**src/hw/rtl/bbsrt_pkg.sv**
```systemverilog
// Shared constants and control types for the box bound step ratio test.
// No dependencies; every other file of the block imports this package.
package bbsrt_pkg;

   localparam int BBSRT_DATA_WIDTH    = 32;
   localparam int BBSRT_FRACTION_BITS = 16;

   // Request from the sequencer to the divider.
   typedef struct packed {
      logic start;
   } div_ctrl_type;

   // Status back from the divider: done pulses once per division, overflow holds until the next.
   typedef struct packed {
      logic done;
      logic overflow;
   } div_stat_type;

endpackage

```
**src/hw/rtl/bbsrt_divider.sv**
```systemverilog
// Radix-2 restoring divider: (dividend << FRACTION_BITS) / divisor, unsigned.
// An overflow check state, then one quotient bit a cycle. Depends on bbsrt_pkg.
module bbsrt_divider import bbsrt_pkg::*; #(
   parameter int DATA_WIDTH    = BBSRT_DATA_WIDTH,
   parameter int FRACTION_BITS = BBSRT_FRACTION_BITS
) (
   input  logic                  clock,
   input  logic                  reset,
   input  div_ctrl_type          ctrl,
   input  logic [DATA_WIDTH-1:0] dividend,
   input  logic [DATA_WIDTH-1:0] divisor,
   output logic [DATA_WIDTH-1:0] quotient,
   output div_stat_type          stat
);

   localparam int CMP_WIDTH = 2 * DATA_WIDTH + FRACTION_BITS;
   localparam int CNT_WIDTH = $clog2(DATA_WIDTH + 1);

   localparam logic [1:0] DV_IDLE  = 2'd0;
   localparam logic [1:0] DV_CHECK = 2'd1;
   localparam logic [1:0] DV_RUN   = 2'd2;

   logic [1:0]            state_ff, state_in;
   logic [DATA_WIDTH-1:0] num_ff, num_in;
   logic [DATA_WIDTH-1:0] den_ff, den_in;
   logic [DATA_WIDTH-1:0] rem_ff, rem_in;
   logic [DATA_WIDTH-1:0] shift_ff, shift_in;
   logic [CNT_WIDTH-1:0]  cnt_ff, cnt_in;
   logic                  ovf_ff, ovf_in;
   logic                  done_ff, done_in;

   logic [CMP_WIDTH-1:0]  scaled_num;
   logic [CMP_WIDTH-1:0]  scaled_den;
   logic                  too_big;
   logic [DATA_WIDTH:0]   trial;
   logic [DATA_WIDTH:0]   trial_diff;
   logic                  fits;

   // Quotient fits in DATA_WIDTH bits exactly when N < den << DATA_WIDTH.
   assign scaled_num = CMP_WIDTH'(num_ff) << FRACTION_BITS;
   assign scaled_den = CMP_WIDTH'(den_ff) << DATA_WIDTH;
   assign too_big    = scaled_num >= scaled_den;

   // Shared subtract-compare step: bring down one dividend bit.
   assign trial      = {rem_ff, shift_ff[DATA_WIDTH-1]};
   assign trial_diff = trial - {1'b0, den_ff};
   assign fits       = trial >= {1'b0, den_ff};

   always_comb begin
      state_in = state_ff;
      num_in   = num_ff;
      den_in   = den_ff;
      rem_in   = rem_ff;
      shift_in = shift_ff;
      cnt_in   = cnt_ff;
      ovf_in   = ovf_ff;
      done_in  = 1'b0;
      case (state_ff)
         DV_IDLE: begin
            if (ctrl.start) begin
               num_in   = dividend;
               den_in   = divisor;
               state_in = DV_CHECK;
            end
         end
         DV_CHECK: begin
            ovf_in = too_big;
            if (too_big) begin
               done_in  = 1'b1;
               state_in = DV_IDLE;
            end else begin
               rem_in   = scaled_num[DATA_WIDTH +: DATA_WIDTH];
               shift_in = scaled_num[DATA_WIDTH-1:0];
               cnt_in   = '0;
               state_in = DV_RUN;
            end
         end
         DV_RUN: begin
            rem_in   = fits ? trial_diff[DATA_WIDTH-1:0] : trial[DATA_WIDTH-1:0];
            shift_in = {shift_ff[DATA_WIDTH-2:0], fits};
            cnt_in   = cnt_ff + 1'b1;
            if (cnt_ff == CNT_WIDTH'(DATA_WIDTH - 1)) begin
               done_in  = 1'b1;
               state_in = DV_IDLE;
            end
         end
         default: begin
            state_in = DV_IDLE;
         end
      endcase
   end

   always_ff @(posedge clock) begin
      if (reset) begin
         state_ff <= DV_IDLE;
         done_ff  <= 1'b0;
         ovf_ff   <= 1'b0;
         cnt_ff   <= '0;
      end else begin
         state_ff <= state_in;
         done_ff  <= done_in;
         ovf_ff   <= ovf_in;
         cnt_ff   <= cnt_in;
      end
   end

   always_ff @(posedge clock) begin
      num_ff   <= num_in;
      den_ff   <= den_in;
      rem_ff   <= rem_in;
      shift_ff <= shift_in;
   end

   assign quotient      = shift_ff;
   assign stat.done     = done_ff;
   assign stat.overflow = ovf_ff;

endmodule

```
**config.mk**
```make
export PLATFORM = sky130hd
export DESIGN_NAME = bbsrt_divider
export DESIGN_NICKNAME = d
export VERILOG_FILES = /design/src/hw/rtl/bbsrt_pkg.sv /design/src/hw/rtl/bbsrt_divider.sv
export SDC_FILE = /design/constraint.sdc
export NUM_CORES = 1
export LEC_CHECK = 0
export BUFFER_PORTS_ARGS = -buffer_cell sky130_fd_sc_hd__buf_4
export CAP_MARGIN = 20
export CORE_ASPECT_RATIO = 0.9
export CORE_MARGIN = 1.5
export CORE_UTILIZATION = 53
export CTS_BUF_LIST = sky130_fd_sc_hd__clkbuf_16
export CTS_CLUSTER_SIZE = 8
export DETAILED_ROUTE_END_ITERATION = 16
export GPL_TIMING_DRIVEN = 0
export PLACE_DENSITY = 0.86
export SKIP_CTS_REPAIR_TIMING = 1
export SYNTH_ARGS = -nofsm -noshare
export SYNTH_HDL_FRONTEND = slang
export SYNTH_SLANG_ARGS = --single-unit
```
**constraint.sdc**
```tcl
create_clock -name clock -period 4.92 [get_ports clock]
set_input_delay 1.476 -clock clock [delete_from_list [all_inputs] [get_ports clock]]
set_output_delay 1.476 -clock clock [all_outputs]
set_load 0.01 [all_outputs]
```
==> reports/metrics.csv <==
metric;value;unit
Post-Synthesis Cells;674;
fillers;1083;
Core Region;14100;sq um
Post-synth EDFFs;128;
startpoint types;flop;
Post-Syn Nets;794;
fraction of layout cells with a size suffix above 1;20.8;%
vias in the first global route;5588;
relative slew slack;35.1;%
Die Width;130;um
pwr dens;413;nW/um^2
mean post-synth cell area;11.4;sq um
diode count;0;
vias per inst;5.79;
via count;5785;
RSZ-0062 raised after global routing;no;
Slew @ Worst Pin;972;ps
clock latency on the worst-skew pair;430;ps
WP data required;5030;ps
CTS sink count;138;
fin crit period;3480;ps
CP Max Fanout;34;
maximum clock insertion buffer count;2;
Hold Path End;cnt_ff[0];
worst hold slack;515;ps
clk_skew;9.87;ps
clock share of power;33.5;%
CP Capture Type;flop;
final worst setup slack;1440;ps
all-layer global routing usage;23.8;%
area delta synth->final;20.9;%
gpl congestion;0.903;
asr flop ratio synth;0;%
Synth warnings;0;
endpoints failing setup;0;
CTS Buf Count;17;
Sum Neg Setup Slack;0;ps
Yosys cell types;66;
Int Power;2.65;mW
Antenna Nets Post-Route;0;
Final Hold Vio Count;0;
CTS tree;done;
Yosys reg bits;138;
DR WL/cell;17.6;um
Area contributors post-synth;edfxtp_1 (50%), ha_1 (8.5%), a21oi_1 (3.9%);
reg2reg end;quotient[3];
Die Ht;117;um
VDD IR max;0.352;mV
drc violations;0;
hold_sp;cnt_ff[0];
Comb power frac;26.7;%
Die ar.;15300;sq um
initial detailed-routing violation count;459;
initial antenna violation count;0;
Total Wirelength;17600;um
sequential element share of the synthesized area;52.5;%
outcome;finished, final reports clean;
site row count;41;
largest net degree at the start of global routing;65;
Final #Nets;913;
NetSw;1.19;mW
CP arrival;3590;ps
number of max-cap violations;0;
launch point of the worst reg-to-reg path;num_ff[21];
post-placement worst setup slack;1460;ps
Pre-antenna DRT Iters;5;
Reg power frac;39.8;%
Root Driver;clkbuf_16;
fmax;0.288;GHz
hold-critical path depth;2;
R2R cell count;9;
total global routing overflow;0;
H-tree depth;4;
area leader, netlist;edfxtp_1;
Tightest Hold Check Type;reg2reg;
Leakage;3.83;nW
switching part of the total;31.1;%
post-synth top area share;49.9;%
first-pass GRT wire length;28100;um
Post-Syn Area;7700;sq um
Post-DP Area;8710;sq um
worst setup path category;reg2reg;
clock-pin slew on the worst setup and hold paths;60;ps
final core utilization;66.0;%
boundary pin count;101;
r2r setup slk;1440;ps
final count of pins violating max slew;0;
fin crit share;70.7;%
starting density of the core;54.6;%
Detail Placement HPWL;12600;um
Design Area, Final;9310;sq um
IO buf count;99;
Crit. Startpoint;num_ff[21];
Post-synth top flop;edfxtp_1;
critical path: stages, from the launching register on:
cell,delay (ps)
edfxtp_1,410
ha_1,330
a21o_1,190
a21oi_1,170
nor2b_1,70
a311o_1,340
o211a_1,240
o2111a_1,320
nor2_4,750
buf_12,300
sequential cells by signal, summed over array words and instances, names as in the netlist:
| name | cells |
|---|---|
| done_ff | 1 |
| cnt_ff | 6 |
| quotient | 32 |
| num_ff | 32 |
| den_ff | 32 |
| state_ff | 2 |
| ovf_ff | 1 |
| rem_ff | 32 |
cell usage after synthesis (all sizes together) (13+ instances only):
master,instances
ha,52
a21oi,60
nor2,41
o21ai,23
edfxtp,128
inv,50
nand2,34
mux2i,20
and2,18
a21o,16
clkbuf,13
mux2,17
nand3,15
area by class of cell:
class / instances / area (sq um) / area share (%)
clock inverter: 15 / 169 / 1.81
timing repair buffer: 100 / 763 / 8.20
clock buffer: 17 / 425 / 4.57
inverter: 50 / 188 / 2.02
multi-input combinational: 461 / 3350 / 36.0
sequential: 138 / 4040 / 43.4
tap: 193 / 241 / 2.59
buffer: 25 / 124 / 1.33
power by group through the flow:
stage / combinational (mW) / clock [mW] / sequential (mW)
6_report: 1.03 / 1.29 / 1.53
5_1_grt: 1.13 / 1.34 / 1.54
4_1_cts: 1.02 / 1.30 / 1.53
3_5_place_dp: 1.01 / 0 / 1.55
3_3_place_gp: 0.976 / 0 / 1.55
2_1_floorplan: 0.701 / 0 / 1.55
worst max path at each step:
stage,end,slack (ps)
floorplan,quotient[0],990
global placement,quotient[4],60
detailed placement,quotient[4],1460
CTS,quotient[15],1460
global route,quotient[15],1290
finish,quotient[3],1440
cells in the final DEF, fill, tap and decap left out, drive strengths merged, types with 20 or more instances in the layout:
master | netlist | final
buf | 12 | 112
a21oi | 60 | 60
clkbuf | 13 | 30
o21ai | 23 | 23
ha | 52 | 52
edfxtp | 128 | 128
mux2i | 20 | 20
inv | 50 | 56
nand2 | 34 | 34
nor2 | 41 | 41
metal layers:
layer	up-vias	GRT usage (%)	routed length, um
li1	2790	-	-
met1	2751	32.0	7760
met2	222	37.1	8380
met3	22	6.61	1200
met4	0	7.85	269
met5	-	0	0
cell families after synthesis:
| logic type | synth area share [%] |
|---|---|
| and+or+nand+nor | 12.3 |
| AOI/OAI and AO/OA | 14.8 |
| DFF | 52.5 |
| buffers and inverters | 4.05 |
| adders and majority gates | 8.71 |
| muxes | 5.14 |
| xor gates and xnor gates | 2.50 |
stage by stage:
step	power [mW]	instances
6_report	3.84	999
5_1_grt	4.01	999
4_1_cts	3.84	999
3_5_place_dp	2.56	967
3_3_place_gp	2.53	966
2_1_floorplan	2.25	674
Power figures use the tool's default switching activity.
